$ cat src/hdl/wrhp_pkg.sv
// types and constants for the wav riff header parser
// no dependencies; imported by the top level and its checker
`default_nettype none

package wrhp_pkg;

  typedef struct packed {
    logic [7:0] data_byte;
    logic       last_byte;
  } item_t;

  typedef struct packed {
    logic        status;
    logic        fmt_found;
    logic [15:0] channel_count;
    logic [31:0] rate_hz;
    logic        data_found;
    logic [31:0] pcm_size;
    logic [31:0] pcm_offset;
  } result_t;

  typedef enum logic [1:0] {
    KIND_OTHER = 2'd0,
    KIND_FMT   = 2'd1,
    KIND_DATA  = 2'd2
  } chunk_kind_t;

  localparam logic [31:0] TAG_RIFF      = 32'h5249_4646;
  localparam logic [31:0] TAG_WAVE      = 32'h5741_5645;
  localparam logic [31:0] TAG_FMT       = 32'h666D_7420;
  localparam logic [31:0] TAG_DATA      = 32'h6461_7461;
  localparam logic [31:0] HDR_LEN       = 32'd8;
  localparam logic [31:0] POS_MAX       = 32'hFFFF_FFFF;
  localparam logic [32:0] NEXT_MAX      = 33'h1_FFFF_FFFF;
  localparam logic [32:0] FIRST_CHUNK   = 33'd12;
  localparam logic [4:0]  FMT_IDX_FIRST = 5'd4;
  localparam logic [4:0]  FMT_IDX_MAX   = 5'd16;

  // byte idx of a four-character tag, first character at idx 0
  function automatic logic [7:0] tag_byte(input logic [31:0] tag, input logic [1:0] idx);
    logic [4:0] sh;
    sh = {~idx, 3'b000};
    return 8'(tag >> sh);
  endfunction

endpackage

`default_nettype wire

$ cat src/hdl/wav_riff_header_parser.sv
// riff/wave header parser: one file byte per word, one result word per file
// result: registered, valid in the cycle after the word marked last_byte is accepted
// throughput: one byte per cycle; input stalls only while a result is held and stalled
// reset (rst, synchronous): byte count 0, first chunk at byte 12, flags and captures cleared
// after each last byte the walk returns to that same reset state
`default_nettype none

module wav_riff_header_parser
  import wrhp_pkg::*;
(
  input  wire logic    clk,
  input  wire logic    rst,
  input  wire logic    item_valid,
  output logic         item_stall,
  input  wire item_t   item,
  output logic         result_valid,
  input  wire logic    result_stall,
  output result_t      result
);

  logic [31:0] pos, pos_next;
  logic [32:0] next_start, next_start_next;
  logic [31:0] tag_shift, tag_shift_next;
  logic [31:0] length_shift, length_shift_next;
  chunk_kind_t kind, kind_next;
  logic        format_error, format_error_next;
  logic        hdr_active, hdr_active_next;
  logic [2:0]  hdr_idx, hdr_idx_next;
  logic [31:0] cur_start, cur_start_next;
  logic [4:0]  fmt_idx, fmt_idx_next;
  logic        past_end, past_end_next;
  logic        fmt_found, fmt_found_next;
  logic [15:0] channel_count, channel_count_next;
  logic [31:0] rate_hz, rate_hz_next;
  logic        data_found, data_found_next;
  logic [31:0] pcm_size, pcm_size_next;
  logic [31:0] pcm_offset, pcm_offset_next;
  result_t     result_next;
  logic        accept;

  assign item_stall = result_valid & result_stall;
  assign accept     = item_valid & ~item_stall;

  always_comb begin
    logic [7:0]  b;
    logic        hdr_start;
    logic [2:0]  rel;
    logic [31:0] base;
    logic [31:0] tag_cur;
    logic [31:0] tag_new;
    logic [31:0] len_cur;
    logic [31:0] len_new;
    logic [33:0] sum;
    logic        fmt_hit;
    logic        status_v;

    b         = item.data_byte;
    hdr_start = 1'b0;
    rel       = '0;
    base      = cur_start;
    tag_cur   = tag_shift;
    tag_new   = tag_shift;
    len_cur   = length_shift;
    len_new   = length_shift;
    sum       = '0;
    fmt_hit   = 1'b0;
    status_v  = 1'b0;

    pos_next           = pos;
    next_start_next    = next_start;
    tag_shift_next     = tag_shift;
    length_shift_next  = length_shift;
    kind_next          = kind;
    format_error_next  = format_error;
    hdr_active_next    = hdr_active;
    hdr_idx_next       = hdr_idx;
    cur_start_next     = cur_start;
    fmt_idx_next       = fmt_idx;
    past_end_next      = past_end;
    fmt_found_next     = fmt_found;
    channel_count_next = channel_count;
    rate_hz_next       = rate_hz;
    data_found_next    = data_found;
    pcm_size_next      = pcm_size;
    pcm_offset_next    = pcm_offset;
    result_next        = '0;

    if (accept) begin
      if (!past_end) begin
        if (pos < 32'd4 && b != tag_byte(TAG_RIFF, pos[1:0])) begin
          format_error_next = 1'b1;
        end
        if (pos >= 32'd8 && pos < 32'd12 && b != tag_byte(TAG_WAVE, pos[1:0])) begin
          format_error_next = 1'b1;
        end
        if (pos >= 32'd12) begin
          hdr_start = !hdr_active && ({1'b0, pos} == next_start);
          if (hdr_start || hdr_active) begin
            rel     = hdr_start ? 3'd0 : hdr_idx;
            base    = hdr_start ? pos : cur_start;
            tag_cur = hdr_start ? '0 : tag_shift;
            len_cur = hdr_start ? '0 : length_shift;
            if (hdr_start) begin
              cur_start_next = pos;
              kind_next      = KIND_OTHER;
            end
            hdr_active_next   = 1'b1;
            hdr_idx_next      = rel + 3'd1;
            length_shift_next = len_cur;
            if (!rel[2]) begin
              tag_new        = {tag_cur[23:0], b};
              tag_shift_next = tag_new;
              if (rel == 3'd3) begin
                if (tag_new == TAG_FMT) begin
                  kind_next          = KIND_FMT;
                  fmt_hit            = 1'b1;
                  fmt_found_next     = 1'b1;
                  channel_count_next = '0;
                  rate_hz_next       = '0;
                  fmt_idx_next       = FMT_IDX_FIRST;
                end else if (tag_new == TAG_DATA) begin
                  kind_next       = KIND_DATA;
                  data_found_next = 1'b1;
                  pcm_offset_next = base + HDR_LEN;
                  pcm_size_next   = '0;
                end
              end
            end else begin
              len_new           = len_cur | ({24'd0, b} << {rel[1:0], 3'b000});
              length_shift_next = len_new;
              if (kind == KIND_DATA) begin
                pcm_size_next = len_new;
              end
              if (rel == 3'd7) begin
                sum             = {2'b00, base} + {2'b00, len_new} + {2'b00, HDR_LEN};
                next_start_next = (sum > {1'b0, NEXT_MAX}) ? NEXT_MAX : sum[32:0];
                hdr_active_next = 1'b0;
              end
            end
          end
          // fmt payload bytes, counted from the latest fmt chunk start
          if (fmt_found && !fmt_hit) begin
            case (fmt_idx)
              5'd10:   channel_count_next = channel_count | {8'd0, b};
              5'd11:   channel_count_next = channel_count | {b, 8'd0};
              5'd12:   rate_hz_next       = rate_hz | {24'd0, b};
              5'd13:   rate_hz_next       = rate_hz | {16'd0, b, 8'd0};
              5'd14:   rate_hz_next       = rate_hz | {8'd0, b, 16'd0};
              5'd15:   rate_hz_next       = rate_hz | {b, 24'd0};
              default: ;
            endcase
            fmt_idx_next = (fmt_idx == FMT_IDX_MAX) ? FMT_IDX_MAX : fmt_idx + 5'd1;
          end
        end
        if (pos == POS_MAX) begin
          past_end_next = 1'b1;
        end else begin
          pos_next = pos + 32'd1;
        end
      end

      if (item.last_byte) begin
        status_v = format_error_next || (!past_end && pos < 32'd11);
        result_next.status = status_v;
        if (!status_v) begin
          result_next.fmt_found     = fmt_found_next;
          result_next.channel_count = channel_count_next;
          result_next.rate_hz       = rate_hz_next;
          result_next.data_found    = data_found_next;
          result_next.pcm_size      = pcm_size_next;
          result_next.pcm_offset    = pcm_offset_next;
        end
        // back to the start of a new file
        pos_next           = '0;
        next_start_next    = FIRST_CHUNK;
        tag_shift_next     = '0;
        length_shift_next  = '0;
        kind_next          = KIND_OTHER;
        format_error_next  = 1'b0;
        hdr_active_next    = 1'b0;
        hdr_idx_next       = '0;
        cur_start_next     = '0;
        fmt_idx_next       = '0;
        past_end_next      = 1'b0;
        fmt_found_next     = 1'b0;
        channel_count_next = '0;
        rate_hz_next       = '0;
        data_found_next    = 1'b0;
        pcm_size_next      = '0;
        pcm_offset_next    = '0;
      end
    end
  end

  always_ff @(posedge clk) begin
    if (rst) begin
      pos           <= '0;
      next_start    <= FIRST_CHUNK;
      tag_shift     <= '0;
      length_shift  <= '0;
      kind          <= KIND_OTHER;
      format_error  <= 1'b0;
      hdr_active    <= 1'b0;
      hdr_idx       <= '0;
      cur_start     <= '0;
      fmt_idx       <= '0;
      past_end      <= 1'b0;
      fmt_found     <= 1'b0;
      channel_count <= '0;
      rate_hz       <= '0;
      data_found    <= 1'b0;
      pcm_size      <= '0;
      pcm_offset    <= '0;
    end else begin
      pos           <= pos_next;
      next_start    <= next_start_next;
      tag_shift     <= tag_shift_next;
      length_shift  <= length_shift_next;
      kind          <= kind_next;
      format_error  <= format_error_next;
      hdr_active    <= hdr_active_next;
      hdr_idx       <= hdr_idx_next;
      cur_start     <= cur_start_next;
      fmt_idx       <= fmt_idx_next;
      past_end      <= past_end_next;
      fmt_found     <= fmt_found_next;
      channel_count <= channel_count_next;
      rate_hz       <= rate_hz_next;
      data_found    <= data_found_next;
      pcm_size      <= pcm_size_next;
      pcm_offset    <= pcm_offset_next;
    end
  end

  // result register
  always_ff @(posedge clk) begin
    if (rst) begin
      result_valid <= 1'b0;
    end else if (accept && item.last_byte) begin
      result_valid <= 1'b1;
    end else if (!result_stall) begin
      result_valid <= 1'b0;
    end
  end

  always_ff @(posedge clk) begin
    if (accept && item.last_byte) begin
      result <= result_next;
    end
  end

endmodule

`default_nettype wire

$ cat config.mk
export PLATFORM = sky130hd
export DESIGN_NAME = wav_riff_header_parser
export DESIGN_NICKNAME = d
export VERILOG_FILES = /design/src/hdl/wrhp_pkg.sv /design/src/hdl/wav_riff_header_parser.sv
export SDC_FILE = /design/constraint.sdc
export NUM_CORES = 1
export LEC_CHECK = 0
export BUFFER_PORTS_ARGS = -buffer_cell sky130_fd_sc_hd__buf_2
export CAP_MARGIN = 20
export CORE_MARGIN = 1
export CORE_UTILIZATION = 25
export DETAILED_ROUTE_END_ITERATION = 8
export GPL_ROUTABILITY_DRIVEN = 0
export PLACE_DENSITY_LB_ADDON = 0.2
export SLEW_MARGIN = 20
export SYNTH_ARGS = -nofsm -noshare
export SYNTH_HDL_FRONTEND = slang
export SYNTH_SLANG_ARGS = --single-unit
$ cat constraint.sdc
create_clock -name clk -period 7.93 [get_ports clk]
set_input_delay 0.793 -clock clk [delete_from_list [all_inputs] [get_ports clk]]
set_output_delay 0.793 -clock clk [all_outputs]
set_load 0.1 [all_outputs]
Yosys cells after proc, flatten, opt, wreduce, memory -nomap -nowiden. Cells that the tools add are included.

Add/sub/neg operators: 6. $mul: 0. Divide/modulo/power cells: 0. $lt $le $gt $ge: 6. Eq/ne operators: 21. Shift operators: 3. Muxes and demuxes: 123. Bitwise operators: 13. Reduce and logical (&&, ||, !) cells: 26.

Operators by type and width (count): 2-to-1 mux 32 bit (39); 2-to-1 mux 33 bit (7); 2-to-1 mux 24 bit (6); 2-to-1 mux 16 bit (8); one-hot mux 32 bit (4 select lines) (1); equality test 32 x 31 -> 1 bit, second input constant (2); >= comparator 32 x 4 -> 1 bit, second input constant (2); less-than comparator 32 x 4 -> 1 bit, second input constant (2); bitwise OR 32 bit (2); >> shifter 31 x 5 -> 8 bit, first input constant (2); 2-to-1 mux 5 bit (9); 2-to-1 mux 1 bit (38); adder 33 x 4 -> 34 bit, second input constant (1); greater-than comparator 34 x 33 -> 1 bit, second input constant (1); adder 32 x 32 -> 33 bit (1); equality test 32 x 33 -> 1 bit (1); adder 32 x 1 -> 32 bit, second input constant (1); adder 32 x 4 -> 32 bit, second input constant (1); equality test 32 bit, second input constant (1); less-than comparator 32 x 3 -> 1 bit, second input constant (1); bitwise OR 32 x 16 -> 32 bit (1); bitwise OR 32 x 24 -> 32 bit (1); bitwise OR 32 x 8 -> 32 bit (1); one-hot mux 16 bit (2 select lines) (1); 31 further kinds (68).

Flip-flop bits (word level): 396. Bits in latches: 0. Memory bits (writable): 0. ROM bits: 0. Output and inout bits: 117. Logic and storage cells: 223. Memories kept: 0.

Longest topological paths before layout. Gate-level depths: netlist of run 1.

Depth in word-level cells: 17. Depth in mapped cells: 23. Gate-level depth less buffers: 20.

Worst setup path after synthesis of run 1. Ideal clock, no wire load.

Path type: input to register. Start: input port result_stall. End: register result[22] in the netlist's numbering, data pin. Setup time: 0.167 ns. Arrival: 4.810 ns. Data required time: 7.763 ns. Slack: 2.953 ns. Cell stages on the path: 8. Buffers on the path: 2. Cells stage by stage: nand2_1 -> and2_1 -> clkbuf_1 -> nand2_1 -> inv_1 -> nand2_1 -> clkbuf_1 -> a211oi_1.

Word-level cells in the longest chain between the ends: 5.

Ends and longest elaborated chain: from (decl) (RTL line wav_riff_header_parser.sv:17) `input wire logic result_stall,`; AND 1 bit (RTL line wav_riff_header_parser.sv:41) `assign item_stall = result_valid & result_stall;`; NOT 1 bit (RTL line wav_riff_header_parser.sv:42) `assign accept = item_valid & ~item_stall;`; AND 1 bit (RTL line wav_riff_header_parser.sv:42); NOT 1 bit (no line); OR reduction 3 bit (no line); to (signal assigned) (RTL line wav_riff_header_parser.sv:248) `result <= result_next;`; to (decl) (RTL line wav_riff_header_parser.sv:18) `output result_t result`.

No other way between the ends. A chain may end at the register's enable or synchronous reset.

Worst setup path in the final report of run 1.
Start: register pos[28]. End: register next_start[28].

Word-level cells in the longest chain between the ends: 15. Elaborated cells on any way between the ends: 25. Classes of those cells: add/sub: 2; order compare: 2; eq/ne: 2; shift: 1; mux: 10; bitwise: 1; reduce/logical: 7.

Ends and longest elaborated chain: from (decl) (RTL line wav_riff_header_parser.sv:21) `logic [31:0] pos, pos_next;`; from (signal assigned) (RTL line wav_riff_header_parser.sv:215) `pos <= pos_next;`; equality test 32 x 33 -> 1 bit (RTL line wav_riff_header_parser.sv:97) `hdr_start = !hdr_active && ({1'b0, pos} == next_start);`; logical AND 1 bit (RTL line wav_riff_header_parser.sv:97); 2-to-1 mux 3 bit (RTL line wav_riff_header_parser.sv:99) `rel = hdr_start ? 3'd0 : hdr_idx;`; left shift 8 x 5 -> 32 bit (RTL line wav_riff_header_parser.sv:129) `len_new = len_cur | ({24'd0, b} << {rel[1:0], 3'b000});`; bitwise OR 32 bit (RTL line wav_riff_header_parser.sv:129); adder 32 x 32 -> 33 bit (RTL line wav_riff_header_parser.sv:135) `sum = {2'b00, base} + {2'b00, len_new} + {2'b00, HDR_LEN};`; adder 33 x 4 -> 34 bit (RTL line wav_riff_header_parser.sv:135); greater-than comparator 34 x 33 -> 1 bit (RTL line wav_riff_header_parser.sv:136) `next_start_next = (sum > {1'b0, NEXT_MAX}) ? NEXT_MAX : sum[32:0];`; 2-to-1 mux 33 bit (RTL line wav_riff_header_parser.sv:136); 2-to-1 mux 33 bit (RTL line wav_riff_header_parser.sv:134) `if (rel == 3'd7) begin`; 2-to-1 mux 33 bit (RTL line wav_riff_header_parser.sv:110) `if (!rel[2]) begin`; 2-to-1 mux 33 bit (RTL line wav_riff_header_parser.sv:98) `if (hdr_start || hdr_active) begin`; 2-to-1 mux 33 bit (RTL line wav_riff_header_parser.sv:96) `if (pos >= 32'd12) begin`; 2-to-1 mux 33 bit (RTL line wav_riff_header_parser.sv:89) `if (!past_end) begin`; 2-to-1 mux 33 bit (RTL line wav_riff_header_parser.sv:162) `if (item.last_byte) begin`; to (signal assigned) (RTL line wav_riff_header_parser.sv:216) `next_start <= next_start_next;`; to (decl) (RTL line wav_riff_header_parser.sv:22) `logic [32:0] next_start, next_start_next;`.

Several ways; a longest one is shown, not always the timed one. The select of a mux whose other input is x is not followed.

==> reports/qor.csv, run 1 <==
metric,value,unit
"Cell Area, Synth",0.0198,mm2
Chip Width,283,um
hold bufs inserted after CTS,0,
Layout Nets,2315,
largest family of logic cells by synthesized area,simple AND/OR/NAND/NOR gates,
Highest Signal Layer,met5,
largest net degree at the start of global routing,82,
Crit Path Category,reg -> reg,
Yosys warning count,0,
Vias/cell,5.01,
syn_nets,2267,
fin crit share,0.747,
Fin Setup TNS,0,ns
dpl hpwl,47600,um
Slew @ Worst Pin,1.07,ns
leading post-synthesis cells by cell area,"dfxtp_1 28%, edfxtp_1 17%, nor2_1 5.7%, ha_1 4.7%, a21oi_1 4.0%",
Synth Flop Type,dfxtp_1,
"Power, Total",4.75,mW
CTS HTree Levels,2,
postcts setup bufs,0,
die area,0.0803,mm2
"most common cell after layout, fill and taps aside",nor2_1,
pwr dens,207,mW/mm2
Max Clock Skew,0.0318,ns
design area,0.0230,mm2
Worst EP required,8.40,ns
max-slew violations,0,
initial core utilization,0.254,
Lkg Pwr,8.67,nW
mux cell area share after synthesis,0.0230,
share of cells above drive strength 1,0.121,
RSZ-0062 raised after global routing,false,
Adder-Cell Fraction of Synth Area,0.0484,
CTS root buffer,clkbuf_16,
Die Height,283,um
setup ws final,2.01,ns
Diodes inserted,0,
clk sinks,396,
GRT overflow,0,
Fin. Hold Viols,0,
Post-Synth XOR/XNOR Area,0.0460,
FILL cells,8310,
area delta synth->final,15.9,%
DRC,0,
CTS tree,done,
Max Cap Viol,0,
Yosys cell types,83,
vias in the first global route,16000,
IO Port Bufs,129,
CP startpoint kind,register,
Compound-Gate Fraction of Synth Area,0.186,
maximum clock frequency,169,MHz
"commonest non-fill, non-tap cells in the layout","297 x nor2_1, 281 x dfxtp_1, 194 x nand2_1",
Syn Area/Cell,9.09,um2
standard-cell rows,102,
Seq. cell area,0.00908,mm2
post-synth top area share,0.284,
Synth area leader,dfxtp_1,
I/O Pins,130,
DRT iter0 DRCs,1238,
Routed Antenna Nets,0,
"Async S/R FF share, synth",0,
core box area,0.0778,mm2
Clk network pwr share,0.479,
Placed Instance Area,0.0213,mm2
status,finished clean,
post-route core utilization,0.295,
"Seq/Total Area, Yosys",0.458,
global-route wire length before repair,101000,um
CP max FO,15,
met2 wire length,29200,um
Logic pwr share,0.074,
CP Capture Type,register,
Total GRT Usage,0.159,
maximum VDD drop,0.156,mV
Clock Path Buffers,3,
Clock Pin Slew Worst Setup and Hold Paths,0.06,ns
multi-input logic area,0.00993,mm2
metal3 WL,3210,um
Post-Syn Instances,2178,
routed wire length,65200,um
sequential share of power,0.446,
Net Sw Frac,0.262,
NetSw,1.24,mW
Post-Route M1 WL,31700,um
Pre-antenna DRT Iters,6,
worst hold-check path type,reg -> reg,
cts repair resizes,0,
drt wl/cell,19.7,um
Synth Area in Simple Gates,0.195,
Cell Int Power,3.50,mW
Worst-Skew Late Latency,0.60,ns
via count,16600,
setup violators final,0,
Worst EP arrival,6.39,ns
number of synthesized flops with an enable pin,115,
clock period minus worst slack,5.92,ns
relative slew slack,0.284,
number of buffers created by CTS,48,
setup slack after placement,2.05,ns
initial antenna violation count,4,
Yosys reg bits,396,
-- worst max-delay path, cell delays in order, from the launching register on --
cell and delay, ns:
dfxtp_1 0.53, xor2_1 0.17, nor4_1 0.30, nand4_1 0.19, nor3_4 0.30, inv_1 0.37
o21ai_1 0.50, a22o_1 0.33, inv_1 0.09, ha_1 0.28, inv_1 0.05, ha_1 0.34
o21ai_0 0.10, o21bai_1 0.28, o41ai_2 0.14, a22oi_1 0.35, a21oi_1 0.17, o31ai_1 0.59
a31oi_1 0.21, xnor2_1 0.18, a221o_1 0.32
-- path summary, 6_finish.rpt --
check                 startpoint  depth (start not counted)             end  slack [ns]
setup / recovery         pos[28]                         20  next_start[28]        2.01
hold / removal    next_start[27]                          2  next_start[27]        0.45
setup reg to reg         pos[28]                         20  next_start[28]        2.01
hold reg to reg   next_start[27]                          2  next_start[27]        0.45
-- power groups by stage --
stage          clock network [mW]  registers (mW)  logic (mW)
3_5_place_dp                    0            2.16       0.357
4_1_cts                      2.34            2.12       0.357
6_report                     2.28            2.12       0.354
3_3_place_gp                    0            2.16       0.354
5_1_grt                      2.41            2.12       0.368
2_1_floorplan                   0            2.36      0.0838
-- kinds of logic (layout without fill, tap and decap cells) --
logic type	after synthesis	after routing
flops	396	396
xor+xnor	104	104
simple gates	808	808
mux	44	44
compound gates	550	550
buf+inv	200	288
fa+ha+maj	76	76
-- state kept, by name (all words and copies together) (netlist names) --
name and flops:
kind 2, cur_start 32, result_valid 1, next_start 33
past_end 1, hdr_active 1, fmt_found 1, pos 32
rate_hz 32, result 115, pcm_offset 32, hdr_idx 3
data_found 1, pcm_size 32, tag_shift 24, channel_count 16
fmt_idx 5, format_error 1, length_shift 32
-- area by class of cell --
cell class,count,share of cell area
Timing Repair Buffer,151,0.0356
Clock inverter,28,0.0121
Clock buffer,62,0.0596
Sequential cell,396,0.396
Multi-Input combinational cell,1582,0.433
Tap cell,1040,0.0567
Inverter,47,0.00780
-- metrics by stage --
stage | std cells | hold WS, ns
finish | 3306 | 0.449
global route | 3306 | 0.470
CTS | 3306 | 0.452
detailed placement | 3216 | 0.442
global placement | 3215 | 0.434
floorplan | 2178 | 0.425
-- Yosys cell counts (all sizes together) (48+ instances only) --
master	count
a21oi	161
a22o	87
a22oi	100
buf	48
clkbuf	105
dfxtp	281
edfxtp	115
ha	75
nand2	196
nand3	65
nor2	300
o21ai	86
xor2	67
-- layer usage --
metal	up-vias	track usage
li1	7953	-
met1	8121	0.231
met3	75	0.0245
met4	4	0.0332
met5	-	0
met2	421	0.247
Note: power is estimated with default switching activity, not from simulation.
==> run 2: changes to the inputs <==
clock period = 6 ns   (was 7.93 ns; I/O delays follow)
==> reports/qor.csv, run 2 (same netlist as run 1, synthesis figures left out) <==
metric,value,unit,change
initial core utilization,0.254,,unchanged
hold bufs inserted after CTS,0,,unchanged
CP startpoint kind,register,,
setup ws final,0.449,ns,-1.56 ns
CTS root buffer,clkbuf_16,,
"most common cell after layout, fill and taps aside",nor2_1,,
CTS HTree Levels,2,,unchanged
GRT overflow,0,,unchanged
setup violators final,0,,unchanged
reg2reg start,pos[28],,
clk sinks,396,,unchanged
Total GRT Usage,0.164,,+0.00497
Chip Width,283,um,unchanged
"Cell Chain, Critical Path",xor2_1 -> nor4_1 -> nand4_1 -> nor3_4 -> buf_12 -> buf_12 -> mux2i_1 -> inv_1 -> ha_1 -> ha_1 -> a21o_1 -> a21oi_2 -> nand2_1 -> or4b_4 -> o211ai_2 -> nand2_1 -> a31o_2 -> and2_1 -> or3_1,,
relative slew slack,0.287,,+0.00300
Worst Setup SP,pos[28],,
maximum clock frequency,180,MHz,+6.7%
cts repair resizes,0,,unchanged
share of cells above drive strength 1,0.128,,+0.00631
vias in the first global route,16300,,+1.8%
max-slew violations,0,,unchanged
Max Clock Skew,0.0336,ns,+0.00188 ns
Slew @ Worst Pin,1.07,ns,-0.00229 ns
via count,16800,,+1.3%
Diodes inserted,0,,unchanged
Cells after DPL,3250,,+1.1%
standard-cell rows,102,,unchanged
Cell Int Power,4.41,mW,+26%
max reg flops,115,,unchanged
DRC,0,,unchanged
area delta synth->final,16.3,%,
Layout Nets,2347,,+1.4%
Die Height,283,um,unchanged
maximum VDD drop,0.219,mV,+41%
Crit Path Category,reg -> reg,,
drt wl/cell,20.2,um,+2.7%
global-route wire length before repair,103000,um,+2.2%
fin crit share,0.925,,+0.178
Worst-Skew Late Latency,0.60,ns,about the same
Clock Path Buffers,3,,unchanged
Slowest cell on crit path,dfxtp_1,,
core box area,0.0778,mm2,unchanged
initial antenna violation count,1,,-3
hold-critical path endpoint,cur_start[4],,
peak per-stage delay on the critical path,0.57,ns,-0.02 ns
Worst EP arrival,6.00,ns,-0.39 ns
Final Non-Filler Cells,3335,,+0.88%
CP max FO,43,,+28
Placed Instance Area,0.0216,mm2,+1.3%
Reg2Reg Depth,19,,-5.0%
hold path cells,2,,unchanged
Clk network pwr share,0.454,,-0.025
setup slack after placement,0.550,ns,-1.50 ns
die area,0.0803,mm2,unchanged
Fin Setup TNS,0,ns,unchanged
top flop regs,"result (115), next_start (33)",,
IO Port Bufs,129,,unchanged
Net Sw Frac,0.265,,+0.00328
CP Capture Type,register,,
RSZ-0062 raised after global routing,false,,
DRT iter0 DRCs,1334,,+7.8%
Vias/cell,5.03,,+0.40%
Worst EP required,6.45,ns,-1.95 ns
Logic pwr share,0.080,,+0.006
pwr dens,261,mW/mm2,+26%
design area,0.0230,mm2,+0.34%
NetSw,1.59,mW,+28%
Hold WS,0.407,ns,-0.0421 ns
Routed Antenna Nets,0,,unchanged
Pre-antenna DRT Iters,5,,-1
Fin. Hold Viols,0,,unchanged
Lkg Pwr,8.72,nW,+0.60%
"commonest non-fill, non-tap cells in the layout","297 x nor2_1, 281 x dfxtp_1, 194 x nand2_1",,
routed wire length,67500,um,+3.6%
largest net degree at the start of global routing,77,,-6.1%
worst hold-check path type,in -> reg,,
status,finished clean,,
worst hold start,rst,,
number of buffers created by CTS,46,,-4.2%
flop-to-flop setup slack,0.45,ns,-1.56 ns
I/O Pins,130,,unchanged
sequential share of power,0.466,,+0.020
CTS tree,done,,
Clock Pin Slew Worst Setup and Hold Paths,0.06,ns,about the same
reg2reg end,next_start[30],,
Max Cap Viol,0,,unchanged
Top reg by flops,result,,
postcts setup bufs,0,,unchanged
dpl hpwl,50000,um,+5.1%
clock period minus worst slack,5.55,ns,-0.371 ns
==> run 2: worst max-delay path by stage <==
stage | end | slack (ns) | cells past startpoint
after floorplan | result[22] | 1.03 | 8
after global placement | next_start[30] | 0.55 | 18
after detailed placement | next_start[30] | 0.55 | 19
after CTS | next_start[30] | 0.52 | 19
after global routing | next_start[26] | 0.1 | 21
final | next_start[30] | 0.45 | 19
==> run 2: routing by layer <==
metal,global-route usage,part of all wire
met1,0.236,0.49
met2,0.257,0.45
met3,0.0243,0.052
met4,0.0349,0.015
met5,0,0
==> run 2: area by class of cell <==
cell class	instances	area, um2
tap	1040	1300
timing repair buffer	185	1090
inverter	47	179
fill	8289	54800
clock buffer	66	1310
clock inverter	19	139
multi-input combinational	1582	9930
sequential	396	9080
==> run 2: power groups by stage <==
| stage | Clock (mW) | Combinational [mW] | Sequential (mW) |
|---|---|---|---|
| floorplan | 0 | 0.111 | 3.12 |
| global placement | 0 | 0.480 | 2.86 |
| detailed placement | 0 | 0.483 | 2.86 |
| CTS | 2.80 | 0.484 | 2.80 |
| global route | 2.90 | 0.499 | 2.80 |
| finish | 2.73 | 0.482 | 2.80 |
==> run 2: metrics by stage <==
stage / total power [mW] / utilization
finish: 6.01 / 0.296
global route: 6.20 / 0.296
CTS: 6.09 / 0.296
detailed placement: 3.34 / 0.277
global placement: 3.34 / 0.277
floorplan: 3.23 / -
==> run 2: critical path, delay by kind of cell, from the launching register on <==
family	cells	cell delay [ns]
and+or+nand+nor	8	2.16
muxes	1	0.30
xor gates and xnor gates	1	0.16
buffers and inverters	3	0.56
AOI/OAI and AO/OA	4	1.05
adders and majority gates	2	0.58
DFF	1	0.57
==> run 3: changes to the inputs <==
CTS_BUF_LIST = sky130_fd_sc_hd__clkbuf_8   (was not set)
==> reports/qor.csv, run 3 (same netlist as run 1, synthesis figures left out) <==
metric,value,unit,change
CP top delay family,simple AND/OR/NAND/NOR gates,,
CP Capture Type,register,,
area delta synth->final,17.5,%,
worst hold-check path type,in -> reg,,
Crit Path Category,reg -> reg,,
post-route core utilization,0.299,,+0.00309
Max Cap Viol,0,,unchanged
Cells after DPL,3250,,unchanged
Clock Path Buffers,3,,unchanged
Worst-Skew Late Latency,0.66,ns,+0.06 ns
Routed Antenna Nets,0,,unchanged
pwr dens,267,mW/mm2,+2.5%
Top reg by flops,result,,
setup ws final,0.426,ns,-0.0232 ns
standard-cell rows,102,,unchanged
Max Clock Skew,0.0362,ns,+0.00255 ns
Reg2Reg Depth,19,,unchanged
Buf/Inv on CP,3,,unchanged
CTS tree,done,,
"Power, Total",6.22,mW,+3.6%
relative slew slack,0.274,,-0.0136
Worst EP required,6.52,ns,+0.07 ns
initial core utilization,0.254,,unchanged
global-route wire length before repair,104000,um,+0.76%
core box area,0.0778,mm2,unchanged
I/O Pins,130,,unchanged
"Cell Chain, Critical Path",xor2_1 -> nor4_1 -> nand4_1 -> nor3_4 -> buf_12 -> buf_12 -> mux2i_1 -> inv_1 -> ha_1 -> ha_1 -> a21o_1 -> a21oi_2 -> nand2_1 -> or4b_4 -> o211ai_2 -> nand2_1 -> a31o_2 -> and2_1 -> or3_1,,
top flop regs,"result (115), next_start (33)",,
cts repair resizes,0,,unchanged
CP max FO,43,,unchanged
Slowest cell on crit path,dfxtp_1,,
RSZ-0062 raised after global routing,false,,
die area,0.0803,mm2,unchanged
clock period minus worst slack,5.57,ns,+0.0232 ns
max-slew violations,0,,unchanged
routed wire length,67800,um,+0.41%
via count,17000,,+0.99%
setup slack after placement,0.550,ns,unchanged
setup violators final,0,,unchanged
Fin. Hold Viols,0,,unchanged
Fin Setup TNS,0,ns,unchanged
Layout Nets,2375,,+1.2%
DRT iter0 DRCs,1413,,+5.9%
initial antenna violation count,1,,unchanged
share of cells above drive strength 1,0.147,,+0.0198
status,finished clean,,
hold path cells,2,,unchanged
Vias/cell,5.01,,-0.56%
vias in the first global route,16700,,+2.0%
CTS root buffer,clkbuf_8,,
Chip Width,283,um,unchanged
postcts setup bufs,0,,unchanged
"commonest non-fill, non-tap cells in the layout","297 x nor2_1, 281 x dfxtp_1, 194 x nand2_1",,
IO Port Bufs,129,,unchanged
CTS HTree Levels,3,,+1
hold bufs inserted after CTS,0,,unchanged
GRT overflow,0,,unchanged
peak per-stage delay on the critical path,0.56,ns,about the same
max reg flops,115,,unchanged
Diodes inserted,0,,unchanged
dpl hpwl,50000,um,unchanged
Lkg Pwr,8.95,nW,+2.7%
Clock Pin Slew Worst Setup and Hold Paths,0.06,ns,about the same
Slew @ Worst Pin,1.09,ns,+0.0204 ns
Worst EP arrival,6.09,ns,+0.09 ns
WP depth,19,,unchanged
number of buffers created by CTS,74,,+61%
drt wl/cell,20.0,um,-1.1%
maximum VDD drop,0.117,mV,-47%
largest net degree at the start of global routing,77,,unchanged
clk sinks,396,,unchanged
Die Height,283,um,unchanged
maximum clock frequency,179,MHz,-0.42%
fin crit share,0.929,,+0.00386
Total GRT Usage,0.166,,+0.00174
Pre-antenna DRT Iters,5,,unchanged
CP startpoint kind,register,,
Final Non-Filler Cells,3387,,+1.6%
DRC,0,,unchanged
"most common cell after layout, fill and taps aside",nor2_1,,
## run 3: per-stage QoR
step	instance area (um2)	hold slack (ns)
finish	23300	0.344
global route	23300	0.324
CTS	23300	0.278
detailed placement	21600	0.444
global placement	21600	0.433
floorplan	19800	0.425
## run 3: cell type report
| cell class | instances | area (um2) |
|---|---|---|
| tap | 1040 | 1300 |
| fill | 8314 | 54600 |
| inverter | 47 | 179 |
| timing repair buffer | 185 | 1090 |
| clock inverter | 41 | 367 |
| sequential | 396 | 9080 |
| multi-input combinational | 1582 | 9930 |
| clock buffer | 96 | 1320 |
## run 3: power breakdown
group | internal [mW] | switching, mW | total, mW
sequential | 2.79 | 0.0136 | 2.80
clock | 1.71 | 1.23 | 2.94
combinational | 0.0619 | 0.419 | 0.481
total | 4.56 | 1.66 | 6.22
## run 3: metal layers
metal  global-route usage  vias up  part of all wire
met5                    0        -                 0
met4               0.0461        0             0.017
met3               0.0263       83             0.051
met2                0.258      474              0.45
met1                0.236     8329              0.48
li1                     -     8068                 -
## run 3: path summary, 6_finish.rpt
check                                     from              to  slack (ns)
worst max-delay path                   pos[28]  next_start[30]        0.43
worst min-delay path                       rst    cur_start[4]        0.34
worst max register to register         pos[28]  next_start[30]        0.43
worst min register to register  pcm_offset[16]  pcm_offset[16]        0.45
## run 3: worst reg2reg max path, stage by stage (launching register included)
cell and delay (ns):
dfxtp_1 0.56, xor2_1 0.15, nor4_1 0.31, nand4_1 0.22, nor3_4 0.31, buf_12 0.21
buf_12 0.25, mux2i_1 0.33, inv_1 0.12, ha_1 0.21, ha_1 0.37, a21o_1 0.22
a21oi_2 0.24, nand2_1 0.13, or4b_4 0.53, o211ai_2 0.17, nand2_1 0.11, a31o_2 0.42
and2_1 0.28, or3_1 0.31
